[src/rtl/chat_datagram_validator_assert.svh]
// ----------------------------------------------------------------------------
// Chat datagram validator assertion macros
// Shared macros for the concurrent checks of the validator. They sample on
// the rising edge of clk and are disabled while rst is high.
// ----------------------------------------------------------------------------
`ifndef CHAT_DATAGRAM_VALIDATOR_ASSERT_SVH
`define CHAT_DATAGRAM_VALIDATOR_ASSERT_SVH

// The consequent must hold in the same cycle as the antecedent.
`define CDV_ASSERT_SAME(label, ante, cons) \
  label: assert property (@(posedge clk) disable iff (rst) (ante) |-> (cons)) \
    else $error("chat datagram validator check failed");

// The consequent must hold in the cycle after the antecedent.
`define CDV_ASSERT_NEXT(label, ante, cons) \
  label: assert property (@(posedge clk) disable iff (rst) (ante) |=> (cons)) \
    else $error("chat datagram validator check failed");

`endif

[src/rtl/cdv_pkg.sv]
// ----------------------------------------------------------------------------
// Chat datagram validator package
// Payload types, message classes, register indexes and position constants
// shared by the validator modules.
// ----------------------------------------------------------------------------
`default_nettype none

package cdv_pkg;

  // One received byte and its end marker.
  typedef struct packed {
    logic [7:0] data_byte;
    logic       end_of_datagram;
  } byte_t;

  // One verdict for a complete datagram.
  typedef struct packed {
    logic       malformed;
    logic [7:0] message_type;
  } result_t;

  // Type codes of all message kinds, as held in the configuration registers.
  typedef struct packed {
    logic [7:0] confirm;
    logic [7:0] reply;
    logic [7:0] auth;
    logic [7:0] join_msg;
    logic [7:0] chat;
    logic [7:0] ping;
    logic [7:0] error;
    logic [7:0] bye;
  } codes_t;

  // Message class that decides which rules apply.
  typedef enum logic [1:0] {
    KIND_NONE,
    KIND_SHORT,
    KIND_REPLY,
    KIND_TAIL
  } kind_t;

  // Configuration register indexes.
  localparam int unsigned CFG_INDEX_W = 4;
  localparam logic [CFG_INDEX_W-1:0] REG_CONFIRM = 4'd0;
  localparam logic [CFG_INDEX_W-1:0] REG_REPLY   = 4'd1;
  localparam logic [CFG_INDEX_W-1:0] REG_AUTH    = 4'd2;
  localparam logic [CFG_INDEX_W-1:0] REG_JOIN    = 4'd3;
  localparam logic [CFG_INDEX_W-1:0] REG_CHAT    = 4'd4;
  localparam logic [CFG_INDEX_W-1:0] REG_PING    = 4'd5;
  localparam logic [CFG_INDEX_W-1:0] REG_ERROR   = 4'd6;
  localparam logic [CFG_INDEX_W-1:0] REG_BYE     = 4'd7;

  // Reset values of the type codes.
  localparam codes_t CODES_RESET = '{
    confirm: 8'd0,   reply: 8'd1,   auth: 8'd2,   join_msg: 8'd3,
    chat:    8'd4,   ping:  8'd253, error: 8'd254, bye: 8'd255
  };

  // Byte positions (position saturates at its maximum).
  localparam int unsigned POS_W = 3;
  localparam logic [POS_W-1:0] POS_MAX          = 3'd7;
  localparam logic [POS_W-1:0] TAIL_START       = 3'd3;
  localparam logic [POS_W-1:0] REPLY_TAIL_START = 3'd6;
  localparam logic [POS_W-1:0] REPLY_RESULT_POS = 3'd3;
  // Lowest allowed position of the final byte; lower ones are too short.
  localparam logic [POS_W-1:0] MIN_LAST_POS       = 3'd2;
  localparam logic [POS_W-1:0] REPLY_MIN_LAST_POS = 3'd5;

endpackage

`default_nettype wire

[src/rtl/chat_datagram_validator.sv]
// ----------------------------------------------------------------------------
// Chat datagram validator
// Checks a datagram that arrives one byte per request and returns one
// verdict request (malformed flag and type byte) on the final byte.
//
//   channel   | direction | handshake            | payload
//   byte      | in        | byte_valid/stall     | cdv_pkg::byte_t
//   result    | out       | result_valid/stall   | cdv_pkg::result_t
//   cfg       | in        | cfg_valid/cfg_ready  | cfg_index, cfg_data
//
// One byte per cycle is sustained unless a final byte stalls. A final
// byte's verdict is registered in the result register as it leaves.
// Reset (rst, synchronous) restores the default type codes and clears the
// per-datagram state. A final byte waits in the input register only while
// the result register holds a verdict that is stalled; other bytes move on.
// Configuration writes are always taken.
// ----------------------------------------------------------------------------
`default_nettype none
`include "chat_datagram_validator_assert.svh"

module chat_datagram_validator (
  input  logic                                 clk,
  input  logic                                 rst,
  input  logic                                 byte_valid,
  output logic                                 byte_stall,
  input  cdv_pkg::byte_t                       byte_data,
  output logic                                 result_valid,
  input  logic                                 result_stall,
  output cdv_pkg::result_t                     result_data,
  input  logic                                 cfg_valid,
  output logic                                 cfg_ready,
  input  logic [cdv_pkg::CFG_INDEX_W-1:0]      cfg_index,
  input  logic [7:0]                           cfg_data
);
  import cdv_pkg::*;

  // Input register.
  logic  s1_valid;
  byte_t s1_data;

  // Per-datagram state and configuration.
  logic [POS_W-1:0] byte_position;
  logic [7:0]       type_held;
  logic             rule_broken;
  logic             previous_was_data;
  logic [POS_W-1:0] terminator_count;
  codes_t           codes;

  // Next values and decode.
  logic [POS_W-1:0] byte_position_next;
  logic [7:0]       type_cur;
  logic             rule_broken_next;
  logic             previous_was_data_next;
  logic [POS_W-1:0] terminator_count_next;
  logic             in_tail;
  logic             bad;
  logic             advance;
  logic             final_move;
  logic             accept;
  kind_t            kind;
  logic [1:0]       fields;

  // A non-final byte always moves on; a final one needs room for its verdict.
  assign advance    = s1_valid &&
                      (!s1_data.end_of_datagram || !result_valid || !result_stall);
  assign final_move = advance && s1_data.end_of_datagram;
  assign byte_stall = s1_valid && !advance;
  assign accept     = byte_valid && !byte_stall;
  assign cfg_ready  = 1'b1;

  // Type byte of the datagram in flight.
  assign type_cur = (byte_position == '0) ? s1_data.data_byte : type_held;

  cdv_classify u_classify (
    .codes     (codes),
    .type_code (type_cur),
    .kind      (kind),
    .fields    (fields)
  );

  // Rule checks for the byte in the input register.
  always_comb begin
    rule_broken_next       = rule_broken;
    previous_was_data_next = previous_was_data;
    terminator_count_next  = terminator_count;
    in_tail = (kind == KIND_REPLY) ? (byte_position >= REPLY_TAIL_START)
                                   : (byte_position >= TAIL_START);
    unique case (kind)
      KIND_NONE: begin
        rule_broken_next = 1'b1;
      end
      KIND_SHORT: begin
        if (byte_position >= TAIL_START) begin
          rule_broken_next = 1'b1;
        end
      end
      default: begin
        if (kind == KIND_REPLY && byte_position == REPLY_RESULT_POS &&
            s1_data.data_byte > 8'd1) begin
          rule_broken_next = 1'b1;
        end
        if (in_tail) begin
          if (s1_data.data_byte == 8'd0) begin
            if (!previous_was_data) begin
              rule_broken_next = 1'b1;
            end
            if (terminator_count != POS_MAX) begin
              terminator_count_next = terminator_count + 1'b1;
            end
            previous_was_data_next = 1'b0;
          end else begin
            previous_was_data_next = 1'b1;
          end
        end
      end
    endcase

    // Verdict, meaningful on the final byte only.
    bad = rule_broken_next || (byte_position < MIN_LAST_POS) ||
          (kind == KIND_REPLY && byte_position < REPLY_MIN_LAST_POS);
    if ((kind == KIND_REPLY || kind == KIND_TAIL) && in_tail) begin
      if (s1_data.data_byte != 8'd0 ||
          terminator_count_next != {1'b0, fields}) begin
        bad = 1'b1;
      end
    end

    byte_position_next = (byte_position == POS_MAX) ? POS_MAX
                                                    : byte_position + 1'b1;
    // The final byte returns the datagram state to its start.
    if (s1_data.end_of_datagram) begin
      byte_position_next     = '0;
      rule_broken_next       = 1'b0;
      previous_was_data_next = 1'b0;
      terminator_count_next  = '0;
    end
  end

  // Input register.
  always_ff @(posedge clk) begin
    if (rst) begin
      s1_valid <= 1'b0;
    end else if (accept) begin
      s1_valid <= 1'b1;
    end else if (advance) begin
      s1_valid <= 1'b0;
    end
    if (accept) begin
      s1_data <= byte_data;
    end
  end

  // Datagram state.
  always_ff @(posedge clk) begin
    if (rst) begin
      byte_position     <= '0;
      type_held         <= 8'd0;
      rule_broken       <= 1'b0;
      previous_was_data <= 1'b0;
      terminator_count  <= '0;
    end else if (advance) begin
      byte_position     <= byte_position_next;
      type_held         <= type_cur;
      rule_broken       <= rule_broken_next;
      previous_was_data <= previous_was_data_next;
      terminator_count  <= terminator_count_next;
    end
  end

  // Result register.
  always_ff @(posedge clk) begin
    if (rst) begin
      result_valid <= 1'b0;
    end else if (final_move) begin
      result_valid <= 1'b1;
    end else if (!result_stall) begin
      result_valid <= 1'b0;
    end
    if (final_move) begin
      result_data.malformed    <= bad;
      result_data.message_type <= type_cur;
    end
  end

  // Configuration registers.
  always_ff @(posedge clk) begin
    if (rst) begin
      codes <= CODES_RESET;
    end else if (cfg_valid && cfg_ready) begin
      unique case (cfg_index)
        REG_CONFIRM: codes.confirm  <= cfg_data;
        REG_REPLY:   codes.reply    <= cfg_data;
        REG_AUTH:    codes.auth     <= cfg_data;
        REG_JOIN:    codes.join_msg <= cfg_data;
        REG_CHAT:    codes.chat     <= cfg_data;
        REG_PING:    codes.ping     <= cfg_data;
        REG_ERROR:   codes.error    <= cfg_data;
        REG_BYE:     codes.bye      <= cfg_data;
        default: ;
      endcase
    end
  end

  // A final byte always produces a verdict and restarts the datagram.
  `CDV_ASSERT_NEXT(a_final_gives_result, final_move, result_valid)
  `CDV_ASSERT_NEXT(a_final_restarts, final_move, byte_position == '0 && terminator_count == '0)
  // Terminators are counted only on positions that were passed.
  `CDV_ASSERT_SAME(a_term_le_pos, 1'b1, terminator_count <= byte_position)
  // Stall is raised only for a final byte blocked by a stalled verdict.
  `CDV_ASSERT_SAME(a_stall_cause, byte_stall, s1_data.end_of_datagram && result_valid && result_stall)

endmodule

`default_nettype wire

[src/rtl/cdv_classify.sv]
// ----------------------------------------------------------------------------
// Chat datagram type classifier
// Maps a type byte onto a message class and the expected number of text
// fields, using the configured codes in a fixed priority order.
// ----------------------------------------------------------------------------
`default_nettype none

module cdv_classify (
  input  cdv_pkg::codes_t codes,
  input  logic [7:0]      type_code,
  output cdv_pkg::kind_t  kind,
  output logic [1:0]      fields
);
  import cdv_pkg::*;

  // Priority chain: confirm, ping, reply, auth, join, chat, error, bye.
  always_comb begin
    kind   = KIND_NONE;
    fields = 2'd0;
    if (type_code == codes.confirm || type_code == codes.ping) begin
      kind = KIND_SHORT;
    end else if (type_code == codes.reply) begin
      kind   = KIND_REPLY;
      fields = 2'd1;
    end else if (type_code == codes.auth) begin
      kind   = KIND_TAIL;
      fields = 2'd3;
    end else if (type_code == codes.join_msg || type_code == codes.chat ||
                 type_code == codes.error) begin
      kind   = KIND_TAIL;
      fields = 2'd2;
    end else if (type_code == codes.bye) begin
      kind   = KIND_TAIL;
      fields = 2'd1;
    end
  end

endmodule

`default_nettype wire
[config.mk]
export PLATFORM = sky130hd
export DESIGN_NAME = chat_datagram_validator
export DESIGN_NICKNAME = d
export VERILOG_FILES = /design/src/rtl/cdv_pkg.sv /design/src/rtl/chat_datagram_validator.sv /design/src/rtl/cdv_classify.sv
export VERILOG_INCLUDE_DIRS = /design/src /design/src/rtl
export SDC_FILE = /design/constraint.sdc
export NUM_CORES = 1
export LEC_CHECK = 0
export BUFFER_PORTS_ARGS = -buffer_cell sky130_fd_sc_hd__buf_2
export CORE_MARGIN = 2
export CORE_UTILIZATION = 57
export DETAILED_ROUTE_END_ITERATION = 16
export PLACE_DENSITY = 0.75
export SYNTH_ARGS = -nofsm -noshare
export SYNTH_HDL_FRONTEND = slang
export SYNTH_SLANG_ARGS = --single-unit
[constraint.sdc]
create_clock -name clk -period 3.43 [get_ports clk]
set_input_delay 0 -clock clk [delete_from_list [all_inputs] [get_ports clk]]
set_output_delay 0 -clock clk [all_outputs]
set_load 0.02 [all_outputs]
==> summary.txt, run 1 <==
Timing
  • RSZ-0062 raised after global routing: no
  • Final period demand of the worst path: 3.27 ns
  • Worst-Margin Slew: 1.04 ns
  • Final setup violation count: 0
  • Hold Slack: 0.0185 ns
  • FMAX: 0.306 GHz
  • Final hold violation count: 0
  • Max-slew violation count: 0
  • Final worst slack: 0.160 ns
  • Max_slew headroom: 0.302
  • Setup tns final: 0 ns
  • Tcrit/Tclk final: 0.953
  • Worst Skew: 0.0133 ns

Synth
  • Main combinational cell family by area after synthesis: compound AO/OA/AOI/OAI gates
  • Compound-cell area share of the yosys netlist: 0.213
  • Mux contribution to synthesized area: 0.0800
  • Number of enable flip-flop cells after synthesis: 18
  • Synth Instances: 644
  • Count leader, synth: dfxtp_1
  • Synth top area share: 0.282
  • Post-synthesis sequential area ratio: 0.375
  • Post-Synth Adder-Cell Area: 0.00645
  • Synth cell types: 71
  • #FFs+latches synth: 100
  • Mapped Area: 5820 um^2
  • Synthesis warning total: 0
  • Predominant post-synthesis flop cell: dfxtp_1
  • Top cells by count, synth: 82 x dfxtp_1, 69 x nor2_1, 45 x mux2i_1
  • Ys async rst share: 0
  • Post-Synth Simple-Gate Area: 0.182
  • Post-Synth XOR/XNOR Area: 0.0663
  • Post-synth top area cell: dfxtp_1
  • Area contributors post-synth: dfxtp_1 28%, edfxtp_1 9.3%, mux2i_1 7.7%
  • Syn_area_per_cell: 9.03 um^2
  • Syn nets: 673

Setup path
  • CP max FO: 6
  • Crit end category: flip-flop
  • Crit path required time: 3.58 ns
  • CP arrival: 3.42 ns
  • Startpoint Class: flip-flop
  • CP Class: reg -> reg

Final layout
  • Non-filler instance count after layout: 829
  • N_diodes: 0
  • Nets: 720
  • Area Overhead vs Synth: 12.8%
  • Layout cells sized above 1: 0.149

Detailed routing
  • Vias post-DR: 5227
  • Initial drt markers: 463
  • Routed Antenna Nets: 0
  • DR vias/cell: 6.31
  • DRC Markers: 0
  • WL/cell: 21.4 um
  • Drt total wl: 17.7 mm
  • Initial DRT Pass Iterations: 7

Clock tree
  • CTS clk-pin slew, worst paths: 0.10 ns
  • H-tree lvl count: 3
  • Clk sink count: 100
  • Clk Latency, worst-skew pair: 0.40 ns
  • CTS Buf Count: 9
  • Clk buf depth: 2
  • CTS tree: yes
  • Root buf cell: clkbuf_8

GRT
  • Initial antenna violation count: 0
  • All-Layer GR Usage: 0.330
  • First-pass GRT wire length: 27.8 mm
  • Pin count of the biggest net entering global routing: 35
  • Vias in the first global route: 5001
  • Remaining global-route overflow: 0

Floorplanning
  • Die Ht: 105 um
  • Chip width: 105 um
  • Ports: 38
  • Core area: 9820 um^2
  • Initial core utilization: 0.592
  • Std-Cell Rows: 36
  • Die ar.: 11000 um^2

Placed design
  • Pre-CTS setup slack: 0.133 ns
  • DPL Wire Length: 12.8 mm
  • Placed Cells: 796
  • Placer congestion estimate: 1.02
  • Buffers on Ports: 36

Outcome
  • Run status: completed

Min path
  • Hold crit path type: in -> reg

Run
  • Max-cap violations: 0

Power
  • Lkg Pwr: 2.70 nW
  • Pwr/cell area: 394 nW/um^2
  • VDD IR max: 0.000345 V
==> cells by family (layout without fill, tap and decap cells) <==
family          Yosys count  in the layout
other cells               1              1
mux                      46             46
simple gates            197            197
buf+inv                  94            146
fa+ha+maj                 3              3
xor+xnor                 44             44
compound gates          159            159
flops                   100            100
==> worst paths after layout <==
check,slack (ns),cells past startpoint,endpoint,startpoint
setup / recovery,0.16,12,result_data[8],byte_position[0]
hold / removal,0.02,3,codes[33],cfg_data[1]
setup reg to reg,0.16,12,result_data[8],byte_position[0]
hold reg to reg,0.49,2,terminator_count[1],terminator_count[1]
==> worst max-delay path, stage by stage (launching register included) <==
cell and delay (ns):
dfxtp_1 0.41, inv_1 0.08, ha_1 0.25, nor2b_4 0.18, buf_4 0.17, buf_4 0.16
a2111oi_4 0.30, a31oi_1 0.08, or4b_4 0.61, nand4_2 0.16, nand3_2 0.09, nand4bb_1 0.21
a211o_1 0.31
==> metal layers <==
metal  up-vias  wire [um]  GRT usage
li1       2418          -          -
met1      2497       7330      0.439
met2       254       8060      0.514
met3        58       1610     0.0786
met4         0        694      0.138
met5         -          0          0
==> power breakdown <==
group | switching (mW) | internal [mW] | leakage (nW) | total (mW)
Clock | 0.437 | 0.505 | 0.131 | 0.941
Sequential | 0.0434 | 1.23 | 0.834 | 1.27
Combinational | 0.221 | 0.153 | 1.73 | 0.374
==> layout by cell type (no fill, tap or decap), drive strengths merged, types with 18 or more instances in the layout <==
master  Yosys  layout
dfxtp      82      82
buf        26      73
nor2       69      69
mux2i      45      45
inv        40      43
nor2b      38      38
xor2       25      25
a211o      24      24
a21oi      21      21
nand2      20      20
xnor2      19      19
o21ai      18      18
edfxtp     18      18
==> flip-flops by register name, indices dropped and copies added (netlist names) <==
name and flops:
byte_position 3, s1_valid 1, type_held 8, previous_was_data 1
result_data 9, s1_data 9, result_valid 1, codes 64
terminator_count 3, rule_broken 1
==> layout make-up <==
| cell class | instances | area, um^2 |
|---|---|---|
| Timing Repair Buffer | 87 | 598 |
| Clock inverter | 5 | 83.8 |
| Sequential cell | 100 | 2180 |
| Clock buffer | 11 | 174 |
| Fill cell | 854 | 3260 |
| Multi-Input combinational cell | 450 | 3190 |
| Inverter | 43 | 161 |
| Tap cell | 133 | 166 |
==> metrics by stage <==
step / power (mW) / util / instance area (um^2)
after floorplan: 1.52 / - / 5820
after detailed placement: 1.64 / 0.625 / 6140
final: 2.59 / 0.668 / 6560
after global placement: 1.64 / 0.625 / 6140
after CTS: 2.58 / 0.665 / 6530
after global routing: 2.67 / 0.668 / 6560
==> repair_timing <==
action | 4_1_cts | 5_1_grt
hold endpoints to repair | 16 | 0
setup buffers | 0 | 3
resized for setup | 0 | 2
hold buffers | 14 | 0
setup endpoints to repair | 0 | 2
(Power assumes the default switching activity.)
==> run 2, diff against run 1 <==
Settings changed: REMOVE_ABC_BUFFERS set to 1.
==> summary.txt, run 2 (same netlist as run 1, synthesis figures left out) <==
Timing
  • Worst-Margin Slew: 1.04 ns (-0.000846 ns)
  • Final period demand of the worst path: 3.23 ns (-0.0353 ns)
  • Final setup violation count: 0 (unchanged)
  • FMAX: 0.309 GHz (+1.1%)
  • Worst Skew: 0.0140 ns (+0.000672 ns)
  • Max_slew headroom: 0.302 (about the same)
  • Max-slew violation count: 0 (unchanged)
  • Hold Slack: 0.0209 ns (+0.00242 ns)
  • Final worst slack: 0.196 ns (+0.0353 ns)
  • Tcrit/Tclk final: 0.943 (-0.0103)
  • Final hold violation count: 0 (unchanged)

Final layout
  • N_diodes: 0 (unchanged)
  • Most frequent cells in the layout: 82 x dfxtp_1, 69 x nor2_1, 45 x mux2i_1
  • Area Overhead vs Synth: 12.7%
  • Non-filler instance count after layout: 832 (+0.36%)
  • Fillcell total: 858 (+0.47%)
  • Top flop regs: codes x64, result_data x9, s1_data x9
  • Largest Register: codes
  • Nets: 723 (+0.42%)
  • Layout cells sized above 1: 0.155 (+0.00508)
  • Most common cell after layout, fill and taps aside: dfxtp_1
  • Post-Route Utilization: 0.667 (-0.000764)
  • Max reg flops: 64 (unchanged)

Setup path
  • Startpoint Class: flip-flop
  • Worst r2r src: s1_data[6]
  • Crit path cell chain: inv_1 -> a221oi_1 -> o21ai_0 -> o41ai_1 -> buf_4 -> and2_1 -> mux2i_1 -> nand3_2 -> nand4bb_1 -> a211o_1
  • Crit path from: s1_data[6]
  • R2R Setup Slk: 0.20 ns (+0.04 ns)
  • CP max FO: 6 (unchanged)
  • Crit path required time: 3.58 ns (about the same)
  • CP arrival: 3.39 ns (-0.03 ns)
  • Crit end category: flip-flop
  • Slowest cell delay on critical path: 0.61 ns (about the same)
  • Slowest CP cell: edfxtp_1
  • CP bufs+invs: 2 (-1)
  • CP Class: reg -> reg
  • Family with the most delay on the worst path: compound AO/OA/AOI/OAI gates

Detailed routing
  • WL/cell: 21.9 um (+2.5%)
  • Initial DRT Pass Iterations: 5 (-2)
  • Routed Antenna Nets: 0 (unchanged)
  • DR vias/cell: 6.38 (+1.2%)
  • DRC Markers: 0 (unchanged)
  • Initial drt markers: 579 (+25%)
  • Drt total wl: 18.2 mm (+2.8%)
  • Vias post-DR: 5309 (+1.6%)

Power
  • VDD IR max: 0.000355 V (+3.1%)
  • Lkg Pwr: 2.68 nW (-0.44%)
  • Pwr/cell area: 376 nW/um^2 (-4.7%)
  • Final total power: 2.46 mW (-4.8%)

Placed design
  • Buffers on Ports: 36 (unchanged)
  • Placed Cells: 798 (+0.25%)
  • Placer congestion estimate: 1.06 (+4.0%)
  • DPL Wire Length: 13.2 mm (+3.4%)
  • Pre-CTS setup slack: 0.189 ns (+0.0566 ns)

Run
  • Max-cap violations: 0 (unchanged)

Clock tree
  • Clk sink count: 100 (unchanged)
  • CTS tree: yes
  • Clk Latency, worst-skew pair: 0.40 ns (about the same)
  • Root buf cell: clkbuf_8
  • CTS Buf Count: 9 (unchanged)
  • Clk buf depth: 2 (unchanged)
  • CTS clk-pin slew, worst paths: 0.11 ns (about the same)
  • H-tree lvl count: 3 (unchanged)

GRT
  • First-pass GRT wire length: 27.9 mm (+0.20%)
  • All-Layer GR Usage: 0.334 (+0.00356)
  • Pin count of the biggest net entering global routing: 34 (-2.9%)
  • Initial antenna violation count: 0 (unchanged)
  • Vias in the first global route: 4963 (-0.76%)
  • Remaining global-route overflow: 0 (unchanged)

Floorplanning
  • Std-Cell Rows: 36 (unchanged)
  • Chip width: 105 um (unchanged)
  • Ports: 38 (unchanged)
  • Initial core utilization: 0.592 (unchanged)
  • Die Ht: 105 um (unchanged)
  • Core area: 9820 um^2 (unchanged)
  • Die ar.: 11000 um^2 (unchanged)

Outcome
  • Run status: completed

Min path
  • Hold path start: cfg_data[6]
  • Hold crit path type: in -> reg
run 2: worst reg2reg max path, cell delays in order (launching register included):
cell and delay [ns]:
edfxtp_1 0.61, inv_1 0.25, a221oi_1 0.32, o21ai_0 0.14, o41ai_1 0.31, buf_4 0.19
and2_1 0.17, mux2i_1 0.37, nand3_2 0.14, nand4bb_1 0.20, a211o_1 0.30
run 2: worst paths after layout:
| path | to | cells after the start |
|---|---|---|
| setup / recovery | result_data[8] | 10 |
| setup reg to reg | result_data[8] | 10 |
| hold reg to reg | terminator_count[1] | 2 |
| hold / removal | codes[54] | 3 |
run 2: report_power, final:
group | total, mW | leakage [nW] | switching, mW | internal, mW
sequential | 1.27 | 0.833 | 0.0448 | 1.23
clock | 0.805 | 0.105 | 0.456 | 0.349
combinational | 0.385 | 1.75 | 0.228 | 0.157
run 2: per-stage QoR:
step / setup TNS [ns] / cell area (um^2)
final: 0 / 6550
after CTS: 0 / 6520
after global placement: 0 / 6160
after global routing: -0.00966 / 6550
after floorplan: 0 / 5530
after detailed placement: 0 / 6160
run 2: layer usage:
layer / GRT usage / vias up / part of all wire
met5: 0 / - / 0
met4: 0.142 / 0 / 0.042
met3: 0.0792 / 80 / 0.10
met2: 0.525 / 297 / 0.44
met1: 0.439 / 2504 / 0.41
li1: - / 2428 / -
run 2: final cells by class:
class | count | area (um^2) | area share
clock buffers | 9 | 124 | 0.0189
multi-input cells | 451 | 3220 | 0.492
flip-flops and latches | 100 | 2180 | 0.333
clock inverters | 7 | 82.6 | 0.0126
well taps | 133 | 166 | 0.0254
inverters | 43 | 161 | 0.0246
repair buffers | 89 | 616 | 0.0939
run 2: timing repair:
action                                  in CTS  in global routing
hold buffers                                15                  0
setup buffers                                0                  2
resized for setup                            0                  3
endpoints found under the setup margin       0                  4
hold endpoints to repair                    17                  0
==> run 3, diff against run 2 <==
Settings changed: CORE_UTILIZATION 57 to 45, PLACE_DENSITY 0.75 to 0.61.
==> summary.txt, run 3 (same netlist as run 1, synthesis figures left out) <==
Clock tree
  • Root buf cell: clkbuf_16
  • Clk sink count: 100 (unchanged)
  • H-tree lvl count: 3 (unchanged)
  • CTS clk-pin slew, worst paths: 0.07 ns (-0.04 ns)
  • CTS Buf Count: 9 (unchanged)
  • CTS tree: yes
  • Clk buf depth: 2 (unchanged)
  • Clk Latency, worst-skew pair: 0.36 ns (-0.04 ns)

Setup path
  • Slowest cell delay on critical path: 0.43 ns (-0.18 ns)
  • CP most frequent cell: a211o_1
  • CP arrival: 3.29 ns (-0.10 ns)
  • Setup crit end: result_data[8]
  • Crit end category: flip-flop
  • Startpoint Class: flip-flop
  • Slowest CP cell: mux2i_2
  • CP Class: reg -> reg
  • Reg2reg path depth: 11 (+1)
  • CP max FO: 12 (+6)
  • R2R Setup Slk: 0.25 ns (+0.06 ns)
  • Crit path cell chain: inv_1 -> ha_1 -> nor2b_4 -> mux2i_2 -> xor2_1 -> o2111ai_1 -> and2_1 -> a211o_1 -> nand4_1 -> nand4bb_1 -> a211o_1
  • Critical path depth: 11 (+1)
  • Crit path required time: 3.54 ns (-0.04 ns)
  • CP bufs+invs: 1 (-1)
  • Family with the most delay on the worst path: compound AO/OA/AOI/OAI gates
  • RR Endpoint: result_data[8]
  • Worst r2r src: byte_position[1]
  • Crit path from: byte_position[1]

Timing
  • Final period demand of the worst path: 3.18 ns (-0.0569 ns)
  • Final worst slack: 0.252 ns (+0.0569 ns)
  • Max-slew violation count: 0 (unchanged)
  • Tcrit/Tclk final: 0.926 (-0.0166)
  • Final setup violation count: 0 (unchanged)
  • Hold Slack: 0.0155 ns (-0.00543 ns)
  • Setup tns final: 0 ns (unchanged)
  • Worst-Margin Slew: 1.13 ns (+0.0870 ns)
  • Worst Skew: 0.00489 ns (-0.00907 ns)
  • Max_slew headroom: 0.244 (-0.0577)
  • RSZ-0062 raised after global routing: no
  • Final hold violation count: 0 (unchanged)
  • FMAX: 0.315 GHz (+1.8%)

Final layout
  • Area Overhead vs Synth: 14.8%
  • Most common cell after layout, fill and taps aside: dfxtp_1
  • N_diodes: 0 (unchanged)
  • Max reg flops: 64 (unchanged)
  • Nets: 720 (-0.41%)
  • Largest Register: codes
  • Non-filler instance count after layout: 868 (+4.3%)
  • Most frequent cells in the layout: 82 x dfxtp_1, 69 x nor2_1, 43 x mux2i_1
  • Top flop regs: codes x64, result_data x9, s1_data x9
  • Layout cells sized above 1: 0.154 (-0.000771)
  • Fillcell total: 1195 (+39%)

Power
  • Lkg Pwr: 2.72 nW (+1.3%)
  • Sequential share of power: 0.462 (-0.055)
  • Internal: 2.02 mW (+17%)
  • VDD IR max: 0.000242 V (-32%)
  • Sw frac: 0.266 (-0.0304)
  • NetSw: 0.730 mW (+0.23%)
  • Clock power share: 0.398 (+0.071)
  • Pwr/cell area: 412 nW/um^2 (+9.6%)
  • Comb power frac: 0.140 (-0.016)

Run
  • Max-cap violations: 0 (unchanged)

Outcome
  • Run status: completed

Floorplanning
  • Chip width: 118 um (+12%)
  • Die Ht: 118 um (+12%)
  • Core area: 12600 um^2 (+29%)
  • Ports: 38 (unchanged)
  • Std-Cell Rows: 41 (+14%)
  • Initial core utilization: 0.461 (-0.131)
  • Die ar.: 13800 um^2 (+26%)

Placed design
  • Buffers on Ports: 36 (unchanged)
  • DPL Wire Length: 13.6 mm (+2.9%)
  • Placer congestion estimate: 0.984 (-7.4%)
  • Placed Cells: 838 (+5.0%)
  • Pre-CTS setup slack: 0.200 ns (+0.0110 ns)

GRT
  • Vias in the first global route: 5024 (+1.2%)
  • Remaining global-route overflow: 0 (unchanged)
  • Pin count of the biggest net entering global routing: 36 (+5.9%)
  • All-Layer GR Usage: 0.276 (-0.0576)
  • Initial antenna violation count: 0 (unchanged)
  • First-pass GRT wire length: 29.2 mm (+4.7%)

Detailed routing
  • Vias post-DR: 5247 (-1.2%)
  • Routed Antenna Nets: 0 (unchanged)
  • WL/cell: 21.7 um (-0.58%)
  • Initial DRT Pass Iterations: 5 (unchanged)
  • DR vias/cell: 6.04 (-5.3%)
  • DRC Markers: 0 (unchanged)
  • Initial drt markers: 419 (-28%)
  • Drt total wl: 18.9 mm (+3.7%)

Min path
  • Hold crit path type: in -> reg
## run 3: cell types whose count changed in the layout (fill, tap and decap cells not counted), sizes merged
cell,before,now
dlygate4sd3,15,12
clkinvlp,0,1
inv,43,41
bufinv,1,2
nor2b,39,38
buf,74,75
## run 3: cell type report
class	instances	area (um^2)	area share
timing repair buffer	87	593	0.0888
tap	172	215	0.0322
inverter	43	161	0.0242
clock buffer	9	225	0.0337
clock inverter	7	90.1	0.0135
multi-input combinational	450	3210	0.481
sequential	100	2180	0.327
## run 3: worst min-delay path by stage
| stage | from | to | cells after the start |
|---|---|---|---|
| 3_3_place_gp | byte_data[2] | s1_data[2] | 1 |
| 5_1_grt | cfg_data[2] | codes[18] | 2 |
| 6_report | cfg_data[2] | codes[2] | 2 |
| 4_1_cts | cfg_data[2] | codes[18] | 2 |
| 2_1_floorplan | rst | s1_valid | 1 |
| 3_5_place_dp | byte_data[8] | s1_data[8] | 1 |
## run 3: through the flow
step	power, mW	area, um^2	utilization
4_1_cts	2.76	6650	0.527
6_report	2.75	6680	0.529
2_1_floorplan	1.48	5530	-
3_5_place_dp	1.66	6220	0.493
5_1_grt	2.84	6680	0.529
3_3_place_gp	1.65	6220	0.493
## run 3: metal layers
metal	vias to the layer above	GRT usage	routed length (um)
met3	57	0.0606	1350
met1	2541	0.359	8140
met5	-	0	0
li1	2418	-	-
met4	0	0.132	815
met2	231	0.436	8570
## run 3: what timing repair did
item	in CTS	in global routing
resized for setup	0	2
hold buffers	12	0
setup buffers	0	2
hold endpoints to repair	11	0
endpoints found under the setup margin	0	2
## run 3: power by group through the flow
stage / Clock (mW) / Combinational, mW / Sequential, mW
floorplan: 0 / 0.185 / 1.30
global placement: 0 / 0.359 / 1.29
detailed placement: 0 / 0.362 / 1.29
CTS: 1.12 / 0.374 / 1.27
global route: 1.16 / 0.412 / 1.27
finish: 1.09 / 0.384 / 1.27
## run 3: worst register-to-register path, stage by stage (launching register included)
cell and delay (ns):
dfxtp_1 0.36, inv_1 0.09, ha_1 0.20, nor2b_4 0.36, mux2i_2 0.44, xor2_1 0.18
o2111ai_1 0.26, and2_1 0.25, a211o_1 0.29, nand4_1 0.09, nand4bb_1 0.11, a211o_1 0.30
